<file path="src/design/fsc_pkg.sv">
package fsc_pkg;

  localparam int COUNT_WIDTH = 32;

  typedef logic [COUNT_WIDTH-1:0] count_t;

  localparam logic [7:0] CHAR_NUL = 8'h00;
  localparam logic [7:0] CHAR_TAB = 8'h09;
  localparam logic [7:0] CHAR_LF  = 8'h0A;
  localparam logic [7:0] CHAR_CR  = 8'h0D;
  localparam logic [7:0] CHAR_SP  = 8'h20;
  localparam logic [7:0] CHAR_GT  = 8'h3E;
  localparam logic [7:0] CHAR_A   = 8'h41;
  localparam logic [7:0] CHAR_C   = 8'h43;
  localparam logic [7:0] CHAR_G   = 8'h47;
  localparam logic [7:0] CHAR_T   = 8'h54;

  // Saturating increment at the counter width.
  function automatic count_t count_bump(count_t c);
    return (c == '1) ? c : c + count_t'(1);
  endfunction

  // Report a counter clipped to 32 bits.
  function automatic logic [31:0] count_report(count_t c);
    logic [63:0] w;
    w = 64'(c);
    return (w > 64'h0000_0000_FFFF_FFFF) ? 32'hFFFF_FFFF : w[31:0];
  endfunction

endpackage

</file>
<file path="src/design/fasta_sequence_cleaner.sv">
// FASTA / plain reference cleaner.
//
// Input channel (in_valid/in_ready): one raw byte per transfer on data_byte,
// or an end marker with end_of_input set (data_byte ignored). NULs, header
// lines ('>' at line start up to CR/LF) and whitespace are dropped; other
// bytes come out as bases, A/C/G/T unchanged and anything else as 'A'.
// Output channel (out_valid/out_ready): exactly one result per input
// transfer, carrying base_valid/base_char and the five running counts. The
// result of an end marker has done_res set, empty_error when no base was
// seen, and the state clears behind it.
//
// Two register stages: an input register and the result register, with the
// per-byte classification and counter updates between them. A transfer goes
// into the input register, then its result into the result register; one
// transfer per cycle is sustained on both sides while out_ready stays high.
// When the receiver stalls, the result register holds and the input register
// fills, after which in_ready drops; it rises again in the cycle the
// receiver takes the result.
// Reset (rst, synchronous) empties both stages, clears all counters and
// returns the parser to the start of a line outside any header.
module fasta_sequence_cleaner
  import fsc_pkg::*;
(
  input  logic        clk,
  input  logic        rst,
  input  logic        in_valid,
  output logic        in_ready,
  input  logic [7:0]  data_byte,
  input  logic        end_of_input,
  output logic        out_valid,
  input  logic        out_ready,
  output logic        base_valid,
  output logic [7:0]  base_char,
  output logic [31:0] base_total,
  output logic [31:0] replace_total,
  output logic [31:0] header_count,
  output logic [31:0] whitespace_count,
  output logic [31:0] nul_count,
  output logic        done_res,
  output logic        empty_error
);

  // input register
  logic       s1_valid;
  logic [7:0] s1_byte;
  logic       s1_end;

  // parser state
  logic   line_start_flag, line_start_flag_next;
  logic   in_header_flag, in_header_flag_next;
  count_t base_counter, base_counter_next;
  count_t replace_counter, replace_counter_next;
  count_t header_counter, header_counter_next;
  count_t space_counter, space_counter_next;
  count_t nul_counter, nul_counter_next;

  logic       s1_advance;
  logic       bv_next;
  logic [7:0] ch_next;
  logic       eol, is_space, is_acgt;

  assign s1_advance = s1_valid && (!out_valid || out_ready);
  assign in_ready   = !s1_valid || s1_advance;

  always_ff @(posedge clk) begin
    if (rst) begin
      s1_valid <= 1'b0;
    end else if (in_ready) begin
      s1_valid <= in_valid;
    end
    if (in_ready && in_valid) begin
      s1_byte <= data_byte;
      s1_end  <= end_of_input;
    end
  end

  assign eol      = (s1_byte == CHAR_LF) || (s1_byte == CHAR_CR);
  assign is_space = ((s1_byte >= CHAR_TAB) && (s1_byte <= CHAR_CR)) || (s1_byte == CHAR_SP);
  assign is_acgt  = (s1_byte == CHAR_A) || (s1_byte == CHAR_C) ||
                    (s1_byte == CHAR_G) || (s1_byte == CHAR_T);

  always_comb begin
    line_start_flag_next = line_start_flag;
    in_header_flag_next  = in_header_flag;
    base_counter_next    = base_counter;
    replace_counter_next = replace_counter;
    header_counter_next  = header_counter;
    space_counter_next   = space_counter;
    nul_counter_next     = nul_counter;
    bv_next              = 1'b0;
    ch_next              = CHAR_NUL;
    if (s1_end) begin
      line_start_flag_next = 1'b1;
      in_header_flag_next  = 1'b0;
      base_counter_next    = '0;
      replace_counter_next = '0;
      header_counter_next  = '0;
      space_counter_next   = '0;
      nul_counter_next     = '0;
    end else if (s1_byte == CHAR_NUL) begin
      nul_counter_next = count_bump(nul_counter);
    end else if (in_header_flag) begin
      if (eol) begin
        in_header_flag_next  = 1'b0;
        line_start_flag_next = 1'b1;
      end
    end else if (line_start_flag && (s1_byte == CHAR_GT)) begin
      in_header_flag_next = 1'b1;
      header_counter_next = count_bump(header_counter);
    end else if (is_space) begin
      space_counter_next = count_bump(space_counter);
      if (eol) begin
        line_start_flag_next = 1'b1;
      end
    end else begin
      line_start_flag_next = 1'b0;
      bv_next              = 1'b1;
      base_counter_next    = count_bump(base_counter);
      if (is_acgt) begin
        ch_next = s1_byte;
      end else begin
        ch_next              = CHAR_A;
        replace_counter_next = count_bump(replace_counter);
      end
    end
  end

  always_ff @(posedge clk) begin
    if (rst) begin
      line_start_flag <= 1'b1;
      in_header_flag  <= 1'b0;
      base_counter    <= '0;
      replace_counter <= '0;
      header_counter  <= '0;
      space_counter   <= '0;
      nul_counter     <= '0;
      out_valid       <= 1'b0;
    end else begin
      if (s1_advance) begin
        line_start_flag <= line_start_flag_next;
        in_header_flag  <= in_header_flag_next;
        base_counter    <= base_counter_next;
        replace_counter <= replace_counter_next;
        header_counter  <= header_counter_next;
        space_counter   <= space_counter_next;
        nul_counter     <= nul_counter_next;
        out_valid       <= 1'b1;
      end else if (out_ready) begin
        out_valid <= 1'b0;
      end
    end
  end

  // result register; on an end marker the counts are the totals before clearing
  always_ff @(posedge clk) begin
    if (s1_advance) begin
      base_valid       <= bv_next;
      base_char        <= ch_next;
      base_total       <= count_report(s1_end ? base_counter : base_counter_next);
      replace_total    <= count_report(s1_end ? replace_counter : replace_counter_next);
      header_count     <= count_report(s1_end ? header_counter : header_counter_next);
      whitespace_count <= count_report(s1_end ? space_counter : space_counter_next);
      nul_count        <= count_report(s1_end ? nul_counter : nul_counter_next);
      done_res         <= s1_end;
      empty_error      <= s1_end && (base_counter == '0);
    end
  end

  a_base_char_legal: assert property (@(posedge clk) disable iff (rst)
    out_valid && base_valid |-> (base_char == CHAR_A) || (base_char == CHAR_C) ||
                                (base_char == CHAR_G) || (base_char == CHAR_T))
    else $error("emitted base is not A/C/G/T");

  a_done_no_base: assert property (@(posedge clk) disable iff (rst)
    out_valid && done_res |-> !base_valid)
    else $error("end result carries a base");

  a_empty_only_done: assert property (@(posedge clk) disable iff (rst)
    out_valid && empty_error |-> done_res && (base_total == 32'd0))
    else $error("empty flag without end or with bases counted");

  a_end_clears: assert property (@(posedge clk) disable iff (rst)
    s1_advance && s1_end |=> (base_counter == '0) && line_start_flag && !in_header_flag)
    else $error("state not cleared after end marker");

  a_base_counted: assert property (@(posedge clk) disable iff (rst)
    out_valid && base_valid |-> base_total != 32'd0)
    else $error("base emitted with zero length");

  a_result_holds: assert property (@(posedge clk) disable iff (rst)
    out_valid && !out_ready |=> out_valid && $stable(base_char) && $stable(base_total))
    else $error("stalled result changed");

endmodule

</file>
<file path="config.mk">
export PLATFORM = sky130hd
export DESIGN_NAME = fasta_sequence_cleaner
export DESIGN_NICKNAME = d
export VERILOG_FILES = /design/src/design/fsc_pkg.sv /design/src/design/fasta_sequence_cleaner.sv
export SDC_FILE = /design/constraint.sdc
export NUM_CORES = 1
export LEC_CHECK = 0
export BUFFER_PORTS_ARGS = -buffer_cell sky130_fd_sc_hd__buf_2
export CORE_MARGIN = 4
export CORE_UTILIZATION = 45
export DETAILED_ROUTE_END_ITERATION = 10
export PLACE_DENSITY = 0.63
export REMOVE_ABC_BUFFERS = 1
export SETUP_SLACK_MARGIN = 0.4
export SYNTH_ARGS = -nofsm -noshare
export SYNTH_HDL_FRONTEND = slang
export SYNTH_SLANG_ARGS = --single-unit
</file>
<file path="constraint.sdc">
create_clock -name clk -period 18.6 [get_ports clk]
set_input_delay 1.86 -clock clk [delete_from_list [all_inputs] [get_ports clk]]
set_output_delay 1.86 -clock clk [all_outputs]
set_load 0.02 [all_outputs]
</file>
==> results.py <==
metrics = {
    "status": {
        "status": "completed",
    },
    "layout": {
        "drive_gt1_frac": 0.1465,
        "areaGrowthSynthToFinish_pct": 12.93,
        "multi_input_area_sq_mm": 0.008457,
        "fillCellCount": 3637,
        "fin_nets": 1990,
        "regArea_sq_mm": 0.008688,
        "antennaDiodeCount": 0,
    },
    "timing": {
        "min_period_over_period": 0.2635,
        "maxSlewViolCount": 0,
        "tightest_slew_ns": 1.005,
        "fin_skew_ns": 0.009705,
        "rsz0062_at_grt": "false",
        "hold_viol": 0,
        "maxClockFrequency_mhz": 204.1,
        "maxSlewHeadroom": 0.3242,
        "finalSetupTns_ns": 0,
        "fin_crit_ns": 4.900,
        "finalSetupViolCount": 0,
    },
    "synth": {
        "synth_mux_area_frac": 0.005320,
        "synth_ff_type": "edfxtp_1",
        "synth_fa_ha_area_frac": 0.004200,
        "synth.most_common_cell": "edfxtp_1",
        "synth_top_family_by_area": "simple AND/OR/NAND/NOR gates",
        "synth_top_area_cell": "edfxtp_1",
        "seq_area_frac_synth": 0.4860,
        "synth_top_area_frac": 0.3024,
        "netlist_area_sq_mm": 0.01788,
        "post_synth.cell_area_avg_sq_um": 9.453,
        "synthSimpleGateAreaFrac": 0.2318,
        "ys_types": 77,
        "synth-compound-area-share": 0.1536,
        "synth-edff-count": 180,
        "synthTopCellsByCount": "edfxtp_1 (180), dfxtp_1 (164), nand2_1 (142)",
        "yosys_warnings": 0,
        "ys_seq_elements": 344,
        "yosys.area_share.xor_xnor": 0.07594,
        "async_flop_share": 0,
        "synthCells": 1891,
        "ys_top_cells_by_area": "edfxtp_1 (30%), dfxtp_1 (18%), xor2_1 (5.3%)",
    },
    "setup_path": {
        "crit_chain": "buf_2, nand2b_1, nand2_4, inv_8, nand2_2, buf_4, nor4_1, a41oi_1, a311oi_1",
        "path_max_fanout": 77,
        "crit_buf_inv": 3,
        "start_kind": "primary input",
        "path_delay_family": "simple AND/OR/NAND/NOR gates",
        "reg2reg_slack_ns": 14.68,
        "end_kind": "flop",
        "cp.required_ns": 19.06,
        "cpPeakStageDelay_ns": 0.83,
        "worstSetupPathType": "in2reg",
        "r2r_cells": 7,
        "worst_r2r_endpoint": "replace_total[27]",
        "crit_path_top_delay_cell": "nor4_1",
        "worstPathArrival_ns": 5.36,
        "r2r_start": "replace_counter[0]",
    },
    "power_and_ir_drop": {
        "report.power.total_mw": 1.678,
        "vdd_drop_max_mv": 0.05731,
        "p_comb_frac": 0.060,
        "internal_power_mw": 1.282,
        "seq_power_share": 0.491,
        "netSwitchingFraction": 0.2360,
        "leakage_nw": 7.057,
        "clkPwrFrac": 0.448,
        "p_sw_mw": 0.3960,
        "power.density_mw_per_mm2": 83.13,
    },
    "cts": {
        "holdBufCountCts": 0,
        "cts_buffers": 38,
        "clk_path_buf_depth": 3,
        "cts_resized": 0,
        "cts_tree": "yes",
        "htree_levels": 2,
        "cts.reportedPaths.clkPinSlew_ns": 0.06,
        "clk_latency_ns": 0.56,
        "cts_setup_buffers": 0,
        "root_buffer": "clkbuf_16",
        "cts_sinks": 344,
    },
    "route": {
        "maxUsedRoutingLayer": "met4",
        "drt_first_pass_iters": 5,
        "drc": 0,
        "wirelength_microns": 49040,
        "avgRoutedWirePerCell_microns": 19.47,
        "wl_met2_microns": 22920,
        "routed-via-count": 15420,
        "vias_per_cell": 6.123,
        "dr_wl_met3_microns": 3112,
        "antenna_left": 0,
        "drtIter0Drc": 1263,
        "drt-met1-wl_microns": 21940,
    },
    "grt": {
        "grt_max_degree": 81,
        "track_usage": 0.2184,
        "grt_first_pass_wirelength_microns": 79200,
        "grt-ovfl-total": 0,
        "first_global_vias": 14650,
        "antenna_found_initial": 0,
    },
    "run": {
        "cap_violations": 0,
    },
    "floorplanning": {
        "rows": 72,
        "core-area_sq_mm": 0.03892,
        "initial_core_util": 0.4593,
        "floorplan.die_area_sq_mm": 0.04298,
        "die_w_microns": 207.3,
        "fp.dieH_microns": 207.3,
        "pin_count": 186,
    },
    "placed_design": {
        "hpwlAfterDp_microns": 30550,
        "gp_congestion": 0.8746,
        "port_buffers": 185,
    },
    "worst_hold_path": {
        "worstHoldEndpoint": "header_counter[19]",
        "min_from": "header_counter[19]",
        "whs_path_depth": 2,
        "hold_path.class": "reg2reg",
    },
}
[how the worst max path moves through the flow]
| stage | start | endpoint | slack, ns | cells after the start |
|---|---|---|---|---|
| 2_1_floorplan | out_ready | replace_counter[17] | 6.78 | 7 |
| 3_3_place_gp | out_ready | replace_counter[17] | 13.25 | 9 |
| 3_5_place_dp | out_ready | replace_counter[17] | 13.21 | 9 |
| 4_1_cts | out_ready | replace_counter[17] | 13.78 | 9 |
| 5_1_grt | out_ready | replace_counter[17] | 13.38 | 9 |
| 6_report | out_ready | replace_counter[17] | 13.70 | 9 |
[area by class of cell]
class | instances | area share
clock buffers | 57 | 0.05529
clock inverters | 12 | 0.005392
inverters | 28 | 0.005578
multi-input cells | 1357 | 0.4189
flip-flops and latches | 344 | 0.4304
well taps | 518 | 0.03211
repair buffers | 202 | 0.05231
[power by group through the flow]
stage | clock network, mW | logic [mW] | registers, mW
floorplan | 0 | 0.0310 | 0.869
global placement | 0 | 0.101 | 0.840
detailed placement | 0 | 0.102 | 0.841
CTS | 0.769 | 0.102 | 0.825
global route | 0.801 | 0.109 | 0.826
finish | 0.752 | 0.101 | 0.824
[worst min-delay path, delay by kind of cell, from the launching register on]
| kind | cells | cell delay [ns] |
|---|---|---|
| compound gates | 2 | 0.13 |
| flops | 1 | 0.33 |
[flip-flops by register name (all words and copies together), names as in the netlist, 8 cells and up]
signal / flops
header_counter: 32
space_counter: 32
base_counter: 32
s1_byte: 8
header_count: 32
replace_total: 32
base_total: 32
base_char: 8
nul_count: 32
replace_counter: 32
nul_counter: 32
whitespace_count: 32
[kinds of logic after synthesis]
logic type	count (synthesis)
simple gates	756
compound gates	428
flops	344
buf+inv	192
xor+xnor	155
mux	9
fa+ha+maj	6
other cells	1
[metrics by stage]
| stage | instance area [sq um] | worst slack, ns | std cells | util | hold WS [ns] |
|---|---|---|---|---|---|
| after detailed placement | 18960 | 13.21 | 2449 | 0.4872 | 0.4932 |
| after global placement | 18960 | 13.25 | 2449 | 0.4872 | 0.4578 |
| after global routing | 20190 | 13.38 | 2518 | 0.5187 | 0.5327 |
| final | 20190 | 13.70 | 2518 | 0.5187 | 0.5027 |
| after CTS | 20190 | 13.78 | 2518 | 0.5187 | 0.5015 |
| after floorplan | 17220 | 6.782 | 1729 | - | 0.4421 |
[cells in the final DEF (no fill, tap or decap), drive strengths merged, types with 5 or more instances in the layout]
| cell type | netlist | routed |
|---|---|---|
| nand2 | 143 | 143 |
| a211oi | 6 | 6 |
| o21ai | 94 | 94 |
| o2111ai | 7 | 7 |
| nand3 | 102 | 102 |
| nand3b | 7 | 7 |
| and3 | 39 | 39 |
| o311ai | 11 | 11 |
| clkbuf | 136 | 57 |
| o211ai | 23 | 23 |
| dfxtp | 164 | 164 |
| buf | 28 | 202 |
| nor2 | 90 | 90 |
| or2 | 10 | 10 |
| a21o | 7 | 7 |
| mux2i | 5 | 5 |
| and2 | 20 | 20 |
| or3 | 53 | 53 |
| inv | 25 | 27 |
| or4 | 62 | 62 |
| edfxtp | 180 | 180 |
| nor4 | 37 | 37 |
| a311oi | 15 | 15 |
| o31a | 11 | 11 |
| nand4 | 58 | 58 |
| nor3 | 90 | 90 |
| xnor2 | 46 | 46 |
| a21oi | 131 | 131 |
| a41oi | 26 | 26 |
| nor2b | 7 | 7 |
| and4 | 23 | 23 |
| xor2 | 109 | 109 |
| ha | 6 | 6 |
| clkinv | 3 | 11 |
| a31oi | 61 | 61 |
| o41ai | 12 | 12 |
[per-layer routing]
metal | track usage | vias up
met5 | 0 | -
met4 | 0.06293 | 0
met3 | 0.03975 | 87
met2 | 0.3505 | 541
met1 | 0.3046 | 7435
li1 | - | 7354
(Power assumes the default switching activity.)
